<file path="config.mk">
export PLATFORM = sky130hd
export DESIGN_NAME = epoch_seconds_to_calendar_flat
export DESIGN_NICKNAME = d
export VERILOG_FILES = /design/src/esc_pkg.sv /design/src/esc_ifs.sv /design/src/esc_datapath.sv /design/src/esc_ctrl.sv /design/src/epoch_seconds_to_calendar.sv /design/src/flat_wrapper.sv
export VERILOG_INCLUDE_DIRS = /design/src /design/src/src
export SDC_FILE = /design/constraint.sdc
export NUM_CORES = 2
export LEC_CHECK = 0
export ABC_AREA = 1
export BUFFER_PORTS_ARGS = -buffer_cell sky130_fd_sc_hd__buf_2
export CORE_MARGIN = 5
export CORE_UTILIZATION = 45
export DETAILED_ROUTE_END_ITERATION = 16
export GPL_TIMING_DRIVEN = 0
export PLACE_DENSITY = 0.7
export RECOVER_POWER = 25
export SETUP_SLACK_MARGIN = 0.3
export SYNTH_ARGS = -nofsm -noshare
export SYNTH_HDL_FRONTEND = slang
export SYNTH_SLANG_ARGS = --single-unit
</file>
<file path="constraint.sdc">
create_clock -name clk -period 9.65 [get_ports clk]
set_input_delay 1.93 -clock clk [delete_from_list [all_inputs] [get_ports clk]]
set_output_delay 1.93 -clock clk [all_outputs]
set_load 0.02 [all_outputs]
</file>
<file path="src/epoch_seconds_to_calendar_macros.svh">
// Assertion macros for the epoch-to-calendar RTL.
`ifndef EPOCH_SECONDS_TO_CALENDAR_MACROS_SVH
`define EPOCH_SECONDS_TO_CALENDAR_MACROS_SVH

`ifndef SYNTHESIS
// Property checked on clk, disabled while rst_n is low
`define ESC_ASSERT(name, prop, msg) \
    name: assert property (@(posedge clk) disable iff (!rst_n) prop) \
        else $error(msg);
// Condition that must never be true on a clock edge
`define ESC_ASSERT_NEVER(name, cond, msg) \
    name: assert property (@(posedge clk) disable iff (!rst_n) !(cond)) \
        else $error(msg);
`else
`define ESC_ASSERT(name, prop, msg)
`define ESC_ASSERT_NEVER(name, cond, msg)
`endif

`endif

</file>
<file path="src/esc_pkg.sv">
// Types, constants and tables for the epoch-to-calendar converter.
`timescale 1ns / 1ps
`default_nettype none

package esc_pkg;

    // Field widths
    localparam int EPOCH_W = 31;
    localparam int SEC_W   = 6;
    localparam int MIN_W   = 6;
    localparam int HOUR_W  = 5;
    localparam int WDAY_W  = 3;
    localparam int YEAR_W  = 8;
    localparam int MON_W   = 4;
    localparam int DOM_W   = 5;

    // Shared constant divider: quotient width covers the day count
    localparam int QUO_W      = 15;
    localparam int CNT_W      = 2;
    localparam int DIV_CYCLES = 2;   // quotient cycle, then remainder cycle

    localparam int SECS_PER_DAY  = 86400;
    localparam int SECS_PER_HOUR = 3600;
    localparam int SECS_PER_MIN  = 60;
    localparam int DAYS_PER_WEEK = 7;
    localparam int EPOCH_WDAY    = 4;   // day 0 was a Thursday

    // Divisors for the remainder multiply
    localparam logic [16:0] DIVISOR_DAY  = 17'(SECS_PER_DAY);
    localparam logic [16:0] DIVISOR_HOUR = 17'(SECS_PER_HOUR);
    localparam logic [16:0] DIVISOR_MIN  = 17'(SECS_PER_MIN);
    localparam logic [16:0] DIVISOR_WDAY = 17'(DAYS_PER_WEEK);

    // Reciprocals: (n * RECIP) >> shift is exact over each operand range
    //   day:  n = secs >> 7  (24 bits), divide by 675, shift 34
    //   hour: n = tod >> 4   (13 bits), divide by 225, shift 21
    //   min:  n = rest >> 2  (10 bits), divide by 15,  shift 14
    //   wday: n = days + 4   (15 bits), divide by 7,   shift 18
    localparam logic [24:0] RECIP_DAY  = 25'd25451659;
    localparam logic [24:0] RECIP_HOUR = 25'd9321;
    localparam logic [24:0] RECIP_MIN  = 25'd1093;
    localparam logic [24:0] RECIP_WDAY = 25'd37450;

    // Year counters start at 1970
    localparam logic [YEAR_W-1:0] YEAR_INIT = YEAR_W'(70);
    localparam logic [1:0]        Y4_INIT   = 2'd2;
    localparam logic [6:0]        Y100_INIT = 7'd70;
    localparam logic [8:0]        Y400_INIT = 9'd370;
    localparam logic [6:0]        Y100_LAST = 7'd99;
    localparam logic [8:0]        Y400_LAST = 9'd399;

    localparam logic [8:0] DAYS_LEAP_YEAR   = 9'd366;
    localparam logic [8:0] DAYS_COMMON_YEAR = 9'd365;
    localparam logic [MON_W-1:0] MONTH_JAN = 4'd0;
    localparam logic [MON_W-1:0] MONTH_FEB = 4'd1;
    localparam logic [MON_W-1:0] MONTH_DEC = 4'd11;

    typedef enum logic [1:0] {
        DIV_DAY  = 2'd0,
        DIV_HOUR = 2'd1,
        DIV_MIN  = 2'd2,
        DIV_WDAY = 2'd3
    } div_sel_t;

    // Controller to datapath
    typedef struct packed {
        logic     start;
        logic     div_quo;
        logic     div_rem;
        div_sel_t div_sel;
        logic     save_days;
        logic     save_hour;
        logic     save_min;
        logic     save_wday;
        logic     load_wday;
        logic     load_days;
        logic     year_step;
        logic     month_step;
        logic     publish;
    } dp_cmd_t;

    // Datapath to controller
    typedef struct packed {
        logic year_fits;
        logic month_last;
    } dp_stat_t;

    // Month length, February follows the leap flag
    function automatic logic [4:0] month_days(input logic [MON_W-1:0] m, input logic leap);
        logic [4:0] d;
        case (m)
            4'd0:    d = 5'd31;
            4'd1:    d = leap ? 5'd29 : 5'd28;
            4'd2:    d = 5'd31;
            4'd3:    d = 5'd30;
            4'd4:    d = 5'd31;
            4'd5:    d = 5'd30;
            4'd6:    d = 5'd31;
            4'd7:    d = 5'd31;
            4'd8:    d = 5'd30;
            4'd9:    d = 5'd31;
            4'd10:   d = 5'd30;
            4'd11:   d = 5'd31;
            default: d = 5'd31;
        endcase
        return d;
    endfunction

endpackage

`default_nettype wire

</file>
<file path="src/esc_ifs.sv">
// Valid/ready channel interfaces for request and response transactions.
`timescale 1ns / 1ps
`default_nettype none

interface esc_req_if import esc_pkg::*; ();
    logic               valid;
    logic               ready;
    logic [EPOCH_W-1:0] epoch_seconds;

    modport source (output valid, output epoch_seconds, input ready);
    modport sink   (input valid, input epoch_seconds, output ready);
endinterface

interface esc_rsp_if import esc_pkg::*; ();
    logic              valid;
    logic              ready;
    logic [SEC_W-1:0]  second;
    logic [MIN_W-1:0]  minute;
    logic [HOUR_W-1:0] hour;
    logic [WDAY_W-1:0] weekday;
    logic [YEAR_W-1:0] years_since_1900;
    logic [MON_W-1:0]  month_index;
    logic [DOM_W-1:0]  day_of_month;

    modport source (output valid, output second, output minute, output hour,
                    output weekday, output years_since_1900, output month_index,
                    output day_of_month, input ready);
    modport sink   (input valid, input second, input minute, input hour,
                    input weekday, input years_since_1900, input month_index,
                    input day_of_month, output ready);
endinterface

`default_nettype wire

</file>
<file path="src/esc_datapath.sv">
// Datapath: reciprocal-multiply divider, year and month subtract loops, result registers.
`timescale 1ns / 1ps
`default_nettype none

module esc_datapath import esc_pkg::*; (
    input  wire logic               clk,
    input  wire dp_cmd_t            cmd,
    input  wire logic [EPOCH_W-1:0] epoch_seconds,
    output dp_stat_t                stat,
    output logic [SEC_W-1:0]        second,
    output logic [MIN_W-1:0]        minute,
    output logic [HOUR_W-1:0]       hour,
    output logic [WDAY_W-1:0]       weekday,
    output logic [YEAR_W-1:0]       years_since_1900,
    output logic [MON_W-1:0]        month_index,
    output logic [DOM_W-1:0]        day_of_month
);

    // Working registers
    logic [EPOCH_W-1:0] rem_reg, rem_next;
    logic [QUO_W-1:0]   quo_reg, quo_next;
    logic [QUO_W-1:0]   days_reg, days_next;
    logic [SEC_W-1:0]   sec_reg, sec_next;
    logic [MIN_W-1:0]   min_reg, min_next;
    logic [HOUR_W-1:0]  hour_reg, hour_next;
    logic [WDAY_W-1:0]  wday_reg, wday_next;
    logic [YEAR_W-1:0]  year_reg, year_next;
    logic [1:0]         y4_reg, y4_next;
    logic [6:0]         y100_reg, y100_next;
    logic [8:0]         y400_reg, y400_next;
    logic [MON_W-1:0]   mon_reg, mon_next;

    // Result holding registers
    logic [SEC_W-1:0]   o_sec_reg, o_sec_next;
    logic [MIN_W-1:0]   o_min_reg, o_min_next;
    logic [HOUR_W-1:0]  o_hour_reg, o_hour_next;
    logic [WDAY_W-1:0]  o_wday_reg, o_wday_next;
    logic [YEAR_W-1:0]  o_year_reg, o_year_next;
    logic [MON_W-1:0]   o_mon_reg, o_mon_next;
    logic [DOM_W-1:0]   o_dom_reg, o_dom_next;

    logic [23:0]        mul_a;
    logic [24:0]        mul_b;
    logic [48:0]        mul_p;
    logic [QUO_W-1:0]   quo_calc;
    logic [16:0]        div_d;
    logic [31:0]        qd_prod;
    logic [EPOCH_W-1:0] rem_sub;
    logic               leap;
    logic [8:0]         ylen;
    logic [4:0]         mlen;
    logic [EPOCH_W-1:0] days_ext;

    // Operand, reciprocal and divisor for the selected division
    always_comb
    begin
        case (cmd.div_sel)
            DIV_DAY:
            begin
                mul_a = rem_reg[EPOCH_W-1:7];
                mul_b = RECIP_DAY;
                div_d = DIVISOR_DAY;
            end
            DIV_HOUR:
            begin
                mul_a = {11'd0, rem_reg[16:4]};
                mul_b = RECIP_HOUR;
                div_d = DIVISOR_HOUR;
            end
            DIV_MIN:
            begin
                mul_a = {14'd0, rem_reg[11:2]};
                mul_b = RECIP_MIN;
                div_d = DIVISOR_MIN;
            end
            DIV_WDAY:
            begin
                mul_a = {9'd0, rem_reg[14:0]};
                mul_b = RECIP_WDAY;
                div_d = DIVISOR_WDAY;
            end
            default:
            begin
                mul_a = rem_reg[EPOCH_W-1:7];
                mul_b = RECIP_DAY;
                div_d = DIVISOR_DAY;
            end
        endcase
    end

    assign mul_p = {25'd0, mul_a} * {24'd0, mul_b};

    // Quotient is the product shifted by the reciprocal's scale
    always_comb
    begin
        case (cmd.div_sel)
            DIV_DAY:  quo_calc = mul_p[48:34];
            DIV_HOUR: quo_calc = mul_p[35:21];
            DIV_MIN:  quo_calc = mul_p[28:14];
            DIV_WDAY: quo_calc = mul_p[32:18];
            default:  quo_calc = mul_p[48:34];
        endcase
    end

    // Remainder from the registered quotient
    assign qd_prod  = {17'd0, quo_reg} * {15'd0, div_d};
    assign rem_sub  = rem_reg - qd_prod[EPOCH_W-1:0];
    assign days_ext = {{(EPOCH_W - QUO_W){1'b0}}, days_reg};

    // Gregorian leap rule from the running residues
    assign leap = (y4_reg == 2'd0) && ((y100_reg != 7'd0) || (y400_reg == 9'd0));
    assign ylen = leap ? DAYS_LEAP_YEAR : DAYS_COMMON_YEAR;
    assign mlen = month_days(mon_reg, leap);

    assign stat.year_fits  = (rem_reg < {{(EPOCH_W - 9){1'b0}}, ylen});
    assign stat.month_last = (mon_reg == MONTH_DEC) ||
                             (rem_reg < {{(EPOCH_W - 5){1'b0}}, mlen});

    // Next-state logic
    always_comb
    begin
        rem_next  = rem_reg;
        quo_next  = quo_reg;
        days_next = days_reg;
        sec_next  = sec_reg;
        min_next  = min_reg;
        hour_next = hour_reg;
        wday_next = wday_reg;
        year_next = year_reg;
        y4_next   = y4_reg;
        y100_next = y100_reg;
        y400_next = y400_reg;
        mon_next  = mon_reg;
        o_sec_next  = o_sec_reg;
        o_min_next  = o_min_reg;
        o_hour_next = o_hour_reg;
        o_wday_next = o_wday_reg;
        o_year_next = o_year_reg;
        o_mon_next  = o_mon_reg;
        o_dom_next  = o_dom_reg;

        if (cmd.div_quo)
            quo_next = quo_calc;

        if (cmd.div_rem)
            rem_next = rem_sub;

        if (cmd.start)
        begin
            rem_next  = epoch_seconds;
            year_next = YEAR_INIT;
            y4_next   = Y4_INIT;
            y100_next = Y100_INIT;
            y400_next = Y400_INIT;
            mon_next  = MONTH_JAN;
        end

        // Remainder-cycle captures
        if (cmd.save_days)
            days_next = quo_reg;
        if (cmd.save_hour)
            hour_next = quo_reg[HOUR_W-1:0];
        if (cmd.save_min)
        begin
            min_next = quo_reg[MIN_W-1:0];
            sec_next = rem_sub[SEC_W-1:0];
        end
        if (cmd.save_wday)
            wday_next = rem_sub[WDAY_W-1:0];

        // Weekday division starts from days + 4
        if (cmd.load_wday)
            rem_next = days_ext + EPOCH_W'(EPOCH_WDAY);

        if (cmd.load_days)
            rem_next = days_ext;

        // Whole-year subtraction
        if (cmd.year_step)
        begin
            rem_next  = rem_reg - {{(EPOCH_W - 9){1'b0}}, ylen};
            year_next = year_reg + YEAR_W'(1);
            y4_next   = y4_reg + 2'd1;
            y100_next = (y100_reg == Y100_LAST) ? 7'd0 : (y100_reg + 7'd1);
            y400_next = (y400_reg == Y400_LAST) ? 9'd0 : (y400_reg + 9'd1);
        end

        // Month subtraction
        if (cmd.month_step)
        begin
            rem_next = rem_reg - {{(EPOCH_W - 5){1'b0}}, mlen};
            mon_next = mon_reg + MON_W'(1);
        end

        // Hand the finished transaction to the output registers
        if (cmd.publish)
        begin
            o_sec_next  = sec_reg;
            o_min_next  = min_reg;
            o_hour_next = hour_reg;
            o_wday_next = wday_reg;
            o_year_next = year_reg;
            o_mon_next  = mon_reg;
            o_dom_next  = rem_reg[DOM_W-1:0] + DOM_W'(1);
        end
    end

    // Payload registers, no reset
    always_ff @(posedge clk)
    begin
        rem_reg    <= rem_next;
        quo_reg    <= quo_next;
        days_reg   <= days_next;
        sec_reg    <= sec_next;
        min_reg    <= min_next;
        hour_reg   <= hour_next;
        wday_reg   <= wday_next;
        year_reg   <= year_next;
        y4_reg     <= y4_next;
        y100_reg   <= y100_next;
        y400_reg   <= y400_next;
        mon_reg    <= mon_next;
        o_sec_reg  <= o_sec_next;
        o_min_reg  <= o_min_next;
        o_hour_reg <= o_hour_next;
        o_wday_reg <= o_wday_next;
        o_year_reg <= o_year_next;
        o_mon_reg  <= o_mon_next;
        o_dom_reg  <= o_dom_next;
    end

    assign second           = o_sec_reg;
    assign minute           = o_min_reg;
    assign hour             = o_hour_reg;
    assign weekday          = o_wday_reg;
    assign years_since_1900 = o_year_reg;
    assign month_index      = o_mon_reg;
    assign day_of_month     = o_dom_reg;

endmodule

`default_nettype wire

</file>
<file path="src/esc_ctrl.sv">
// Controller: sequences divisions, year and month loops, and the handshakes.
`timescale 1ns / 1ps
`default_nettype none

`include "epoch_seconds_to_calendar_macros.svh"

module esc_ctrl import esc_pkg::*; (
    input  wire logic     clk,
    input  wire logic     rst_n,
    input  wire logic     req_valid,
    output logic          req_ready,
    output logic          rsp_valid,
    input  wire logic     rsp_ready,
    output dp_cmd_t       cmd,
    input  wire dp_stat_t stat
);

    typedef enum logic [7:0] {
        S_IDLE  = 8'b0000_0001,
        S_DAY   = 8'b0000_0010,
        S_HOUR  = 8'b0000_0100,
        S_MIN   = 8'b0000_1000,
        S_WDAY  = 8'b0001_0000,
        S_YEAR  = 8'b0010_0000,
        S_MONTH = 8'b0100_0000,
        S_DONE  = 8'b1000_0000
    } state_t;

    state_t           state_reg, state_next;
    logic [CNT_W-1:0] cnt_reg, cnt_next;
    logic             vld_reg, vld_next;
    logic             last;
    logic             out_free;

    assign last      = (cnt_reg == '0);
    assign out_free  = !vld_reg || rsp_ready;
    assign req_ready = (state_reg == S_IDLE);
    assign rsp_valid = vld_reg;

    // Sequencer: each division is a quotient cycle then a remainder cycle
    always_comb
    begin
        state_next = state_reg;
        cnt_next   = cnt_reg;
        cmd        = '0;
        cmd.div_sel = DIV_DAY;

        case (state_reg)
            S_IDLE:
            begin
                if (req_valid)
                begin
                    cmd.start  = 1'b1;
                    cnt_next   = CNT_W'(DIV_CYCLES - 1);
                    state_next = S_DAY;
                end
            end
            S_DAY:
            begin
                cmd.div_sel = DIV_DAY;
                if (!last)
                begin
                    cmd.div_quo = 1'b1;
                    cnt_next    = cnt_reg - CNT_W'(1);
                end
                else
                begin
                    cmd.div_rem   = 1'b1;
                    cmd.save_days = 1'b1;
                    cnt_next      = CNT_W'(DIV_CYCLES - 1);
                    state_next    = S_HOUR;
                end
            end
            S_HOUR:
            begin
                cmd.div_sel = DIV_HOUR;
                if (!last)
                begin
                    cmd.div_quo = 1'b1;
                    cnt_next    = cnt_reg - CNT_W'(1);
                end
                else
                begin
                    cmd.div_rem   = 1'b1;
                    cmd.save_hour = 1'b1;
                    cnt_next      = CNT_W'(DIV_CYCLES - 1);
                    state_next    = S_MIN;
                end
            end
            S_MIN:
            begin
                cmd.div_sel = DIV_MIN;
                if (!last)
                begin
                    cmd.div_quo = 1'b1;
                    cnt_next    = cnt_reg - CNT_W'(1);
                end
                else
                begin
                    cmd.save_min  = 1'b1;
                    cmd.load_wday = 1'b1;
                    cnt_next      = CNT_W'(DIV_CYCLES - 1);
                    state_next    = S_WDAY;
                end
            end
            S_WDAY:
            begin
                cmd.div_sel = DIV_WDAY;
                if (!last)
                begin
                    cmd.div_quo = 1'b1;
                    cnt_next    = cnt_reg - CNT_W'(1);
                end
                else
                begin
                    cmd.save_wday = 1'b1;
                    cmd.load_days = 1'b1;
                    state_next    = S_YEAR;
                end
            end
            S_YEAR:
            begin
                if (stat.year_fits)
                    state_next = S_MONTH;
                else
                    cmd.year_step = 1'b1;
            end
            S_MONTH:
            begin
                if (stat.month_last)
                    state_next = S_DONE;
                else
                    cmd.month_step = 1'b1;
            end
            S_DONE:
            begin
                if (out_free)
                begin
                    cmd.publish = 1'b1;
                    state_next  = S_IDLE;
                end
            end
            default:
            begin
                state_next = S_IDLE;
            end
        endcase
    end

    // Output valid: set on publish, cleared when the transaction is taken
    always_comb
    begin
        vld_next = vld_reg;
        if (cmd.publish)
            vld_next = 1'b1;
        else if (rsp_ready)
            vld_next = 1'b0;
    end

    always_ff @(posedge clk or negedge rst_n)
    begin
        if (!rst_n)
        begin
            state_reg <= S_IDLE;
            cnt_reg   <= '0;
            vld_reg   <= 1'b0;
        end
        else
        begin
            state_reg <= state_next;
            cnt_reg   <= cnt_next;
            vld_reg   <= vld_next;
        end
    end

    // Checks
    `ESC_ASSERT(a_accept_starts_day, (state_reg == S_IDLE && req_valid) |=> (state_reg == S_DAY), "accepted transaction did not start the day division")
    `ESC_ASSERT(a_done_waits, (state_reg == S_DONE && vld_reg && !rsp_ready) |=> (state_reg == S_DONE), "result overwritten while output still pending")
    `ESC_ASSERT_NEVER(a_year_step_fits, cmd.year_step && stat.year_fits, "year subtracted although remaining days fit")
    `ESC_ASSERT(a_hour_cnt, (state_reg == S_HOUR) |-> (cnt_reg < CNT_W'(DIV_CYCLES)), "hour division step count out of range")

endmodule

`default_nettype wire

</file>
<file path="src/epoch_seconds_to_calendar.sv">
// From an accepted request to response valid, four reciprocal-multiply divisions run
// (each a quotient step then a remainder step), then one year-subtract step per whole
// year after 1970 and one month-subtract step per whole month in the final year.
// A request is taken only in idle, once the previous result is published; the next
// is accepted while a result waits. Reset (rst_n, async, active low) idles the
// controller and drops response valid.
`timescale 1ns / 1ps
`default_nettype none

module epoch_seconds_to_calendar import esc_pkg::*; (
    input  wire logic clk,
    input  wire logic rst_n,
    esc_req_if.sink   req,
    esc_rsp_if.source rsp
);

    dp_cmd_t  cmd;
    dp_stat_t stat;

    // Sequencer
    esc_ctrl u_ctrl (
        .clk       (clk),
        .rst_n     (rst_n),
        .req_valid (req.valid),
        .req_ready (req.ready),
        .rsp_valid (rsp.valid),
        .rsp_ready (rsp.ready),
        .cmd       (cmd),
        .stat      (stat)
    );

    // Arithmetic and result registers
    esc_datapath u_dp (
        .clk              (clk),
        .cmd              (cmd),
        .epoch_seconds    (req.epoch_seconds),
        .stat             (stat),
        .second           (rsp.second),
        .minute           (rsp.minute),
        .hour             (rsp.hour),
        .weekday          (rsp.weekday),
        .years_since_1900 (rsp.years_since_1900),
        .month_index      (rsp.month_index),
        .day_of_month     (rsp.day_of_month)
    );

endmodule

`default_nettype wire

</file>
<file path="src/flat_wrapper.sv">
// flat-port wrapper written by rule: the top's interface ports become plain ports
module epoch_seconds_to_calendar_flat import esc_pkg::*;
  (clk, rst_n, req_valid, req_epoch_seconds, req_ready, rsp_valid, rsp_second, rsp_minute, rsp_hour, rsp_weekday, rsp_years_since_1900, rsp_month_index, rsp_day_of_month, rsp_ready);
  esc_req_if req_i ();
  esc_rsp_if rsp_i ();
  input  wire logic clk;
  input  wire logic rst_n;
  input wire logic [$bits(req_i.valid)-1:0] req_valid;
  input wire logic [$bits(req_i.epoch_seconds)-1:0] req_epoch_seconds;
  output wire logic [$bits(req_i.ready)-1:0] req_ready;
  output wire logic [$bits(rsp_i.valid)-1:0] rsp_valid;
  output wire logic [$bits(rsp_i.second)-1:0] rsp_second;
  output wire logic [$bits(rsp_i.minute)-1:0] rsp_minute;
  output wire logic [$bits(rsp_i.hour)-1:0] rsp_hour;
  output wire logic [$bits(rsp_i.weekday)-1:0] rsp_weekday;
  output wire logic [$bits(rsp_i.years_since_1900)-1:0] rsp_years_since_1900;
  output wire logic [$bits(rsp_i.month_index)-1:0] rsp_month_index;
  output wire logic [$bits(rsp_i.day_of_month)-1:0] rsp_day_of_month;
  input wire logic [$bits(rsp_i.ready)-1:0] rsp_ready;
  assign req_i.valid = req_valid;
  assign req_i.epoch_seconds = req_epoch_seconds;
  assign req_ready = req_i.ready;
  assign rsp_valid = rsp_i.valid;
  assign rsp_second = rsp_i.second;
  assign rsp_minute = rsp_i.minute;
  assign rsp_hour = rsp_i.hour;
  assign rsp_weekday = rsp_i.weekday;
  assign rsp_years_since_1900 = rsp_i.years_since_1900;
  assign rsp_month_index = rsp_i.month_index;
  assign rsp_day_of_month = rsp_i.day_of_month;
  assign rsp_i.ready = rsp_ready;
  epoch_seconds_to_calendar u_core (.clk(clk), .rst_n(rst_n), .req(req_i), .rsp(rsp_i));
endmodule
</file>
==> metrics <==
# clock sinks 159; CP Class reg -> reg; Core ar. 71400 µm²; clk_lat worst skew 0.46 ns; CP Data Arrival Time 9.38 ns; Period minus WS final 9.23 ns; total grt overflow 0; final hold vios 0; Placed Cells incl. Taps 4927; EDFF count, synth 148; CTS max path bufs 2; post-DP HPWL 83700 µm; Slew headroom 14.7%; reg-to-reg critical path startpoint u_core.u_ctrl.state_reg[7]; CTS tree done; TritonCTS Buffers 17; FF+latch count, synth 159; drt wl/cell 19.5 µm; worst-case reg-to-reg path depth 34; initial antenna violation count 1; Die ar. 77400 µm²; Crit Path Max Fanout 10; Largest register FFs 31; Post-Layout Cell Count 4969; Area growth, synth to finish 7.95%; FFs w/ async S/R, synth 6.92%; mapped cell area 32400 µm²; Yosys top cell area share 30.8%; most frequent CP cell fa_1; nets@finish 4944; DRT iter0 DRCs 2171; Setup crit end kind flop; Final setup viols 0; Ports 74; final worst path period share 95.7%; TritonRoute pass-1 iters 6; worst-margin pin slew 1.28 ns; Die Span Y 278 µm; number of global-route vias before repair 27300; worst hold stages 0; r2r endpoint u_core.u_dp.quo_reg[8]; FP Rows 98; drc violations 0; Slew Viols, Final 0; RSZ-0062 raised after global routing true; Crit path largest cell delay 0.62 ns; Hold Crit Endpoint u_core.u_dp.hour[4]; Ys Warns 0; layout cells sized above 1 7.17%; clk_skew 0.0204 ns; slowest CP cell fa_2; post-synth top area cell fa_1; outcome complete, no violations; initial core utilization 45.3%; synth unique cells 65; synth top area cells fa_1, ha_1, edfxtp_1; Setup crit start kind flop; hold buffers post-CTS 0; first-pass GRT wire length 152000 µm; final WL 97100 µm; Tot GR Track Use 25.0%; Seq/Total Area, Yosys 14.6%; vias per inst 5.28; Post-Syn Area per Cell 8.32 µm²; Most used DFF post-synth edfxtp_1; clock root buffer clkbuf_16; DR vias 26200; input/output buffers 73; pin count of the biggest net entering global routing 34; Syn Inst Count 3891; Worst Hold Launch u_core.u_dp.hour_reg[4]; Max-cap violations 0; filler cell count 6867; CP required 9.79 ns; clock slew at reported path FFs 0.08 ns; Max Clk Rate 108 MHz; Reg2Reg Setup Slack 0.42 ns; Die X 278 µm; RD Place Congestion 1.04; htree depth 4; Antenna Nets Post-Route 0; worst min path class reg -> reg
==> final cells by class <==
| type | instances | area [µm²] | share of cell area [%] |
|---|---|---|---|
| clock buffers | 17 | 425 | 1.22 |
| plain buffers | 64 | 373 | 1.07 |
| multi-input cells | 2564 | 23400 | 66.9 |
| clock inverters | 15 | 154 | 0.441 |
| well taps | 950 | 1190 | 3.40 |
| repair buffers | 84 | 487 | 1.39 |
| inverters | 1114 | 4220 | 12.1 |
| flip-flops and latches | 159 | 4720 | 13.5 |
| diodes | 2 | 5.00 | 0.0143 |
==> cell usage in the layout (no fill, tap or decap), types with 22 or more instances in the layout <==
cell | synthesis | routed
nor3_1 | 27 | 27
o211ai_1 | 22 | 22
inv_1 | 1094 | 1083
nand3_1 | 122 | 122
clkbuf_1 | 36 | 23
edfxtp_1 | 148 | 148
fa_1 | 498 | 497
nand4_1 | 25 | 25
nand2_2 | 17 | 25
nand2_1 | 519 | 511
a21oi_1 | 165 | 164
buf_2 | 8 | 81
nor2_1 | 369 | 356
ha_1 | 407 | 401
o21ai_0 | 111 | 109
xor2_1 | 63 | 63
==> critical path: cells and delay by family (launching register included) <==
| kind | cells | cell delay [ns] |
|---|---|---|
| adders and majority gates | 9 | 4.20 |
| AOI/OAI and AO/OA | 7 | 1.27 |
| buffers and inverters | 6 | 0.73 |
| and+or+nand+nor | 12 | 2.26 |
| DFF | 1 | 0.44 |
==> how the worst max path moves through the flow <==
stage / depth (start not counted) / endpoint / from / slack (ns)
after floorplan: 38 / u_core.u_dp.quo_reg[8] / u_core.u_ctrl.state_reg[0] / 1.42
after global placement: 36 / u_core.u_dp.quo_reg[9] / u_core.u_ctrl.state_reg[0] / -1.05
after detailed placement: 36 / u_core.u_dp.quo_reg[9] / u_core.u_ctrl.state_reg[0] / -1.05
after CTS: 40 / u_core.u_dp.quo_reg[11] / u_core.u_ctrl.state_reg[2] / 0.30
after global routing: 43 / u_core.u_dp.quo_reg[13] / u_core.u_ctrl.state_reg[7] / 0.19
final: 34 / u_core.u_dp.quo_reg[8] / u_core.u_ctrl.state_reg[7] / 0.42
==> per-stage QoR <==
step	setup WS [ns]	utilization [%]	hold slack, ns	area, µm²	setup TNS [ns]
CTS	0.302	48.7	0.420	34700	0
floorplan	1.42	-	0.400	32400	0
detailed placement	-1.05	47.7	0.405	34000	-13.34
global placement	-1.05	47.6	0.401	34000	-12.85
global route	0.188	48.9	0.426	34900	0
finish	0.417	49.0	0.418	34900	0
==> synthesized netlist by cell type (all sizes together), types with 26 or more instances <==
cell type / n
clkbuf: 37
nand2: 537
nand3: 125
nor2: 382
edfxtp: 148
ha: 407
inv: 1112
xor2: 64
buf: 27
o21ai: 130
nand4: 26
fa: 498
nor3: 31
a21oi: 170
==> metal layers <==
| layer | GRT usage (%) | share of wire (%) |
|---|---|---|
| met1 | 32.9 | 40 |
| met2 | 41.3 | 47 |
| met3 | 5.06 | 8.9 |
| met4 | 9.37 | 4.3 |
| met5 | 0 | 0 |
==> cell families (layout without fill, tap and decap cells) <==
logic type,Yosys count,in the layout,synth area share (%)
AO/OA/AOI/OAI,412,412,7.38
XOR/XNOR,82,82,2.24
adder cells (fa/ha/maj),905,905,46.5
buffers and inverters,1178,1294,13.9
flip-flops,159,159,14.6
other,2,14,0.0232
AND/OR/NAND/NOR,1153,1153,15.3
==> timing repair <==
item                       CTS  global route
buffers inserted             1             7
pin swaps                    0             2
gates resized for setup     43            61
setup endpoints to repair   33            15
Power is not shown: default switching activity piles up to over one toggle a cycle in this logic, so the estimate is an artifact.
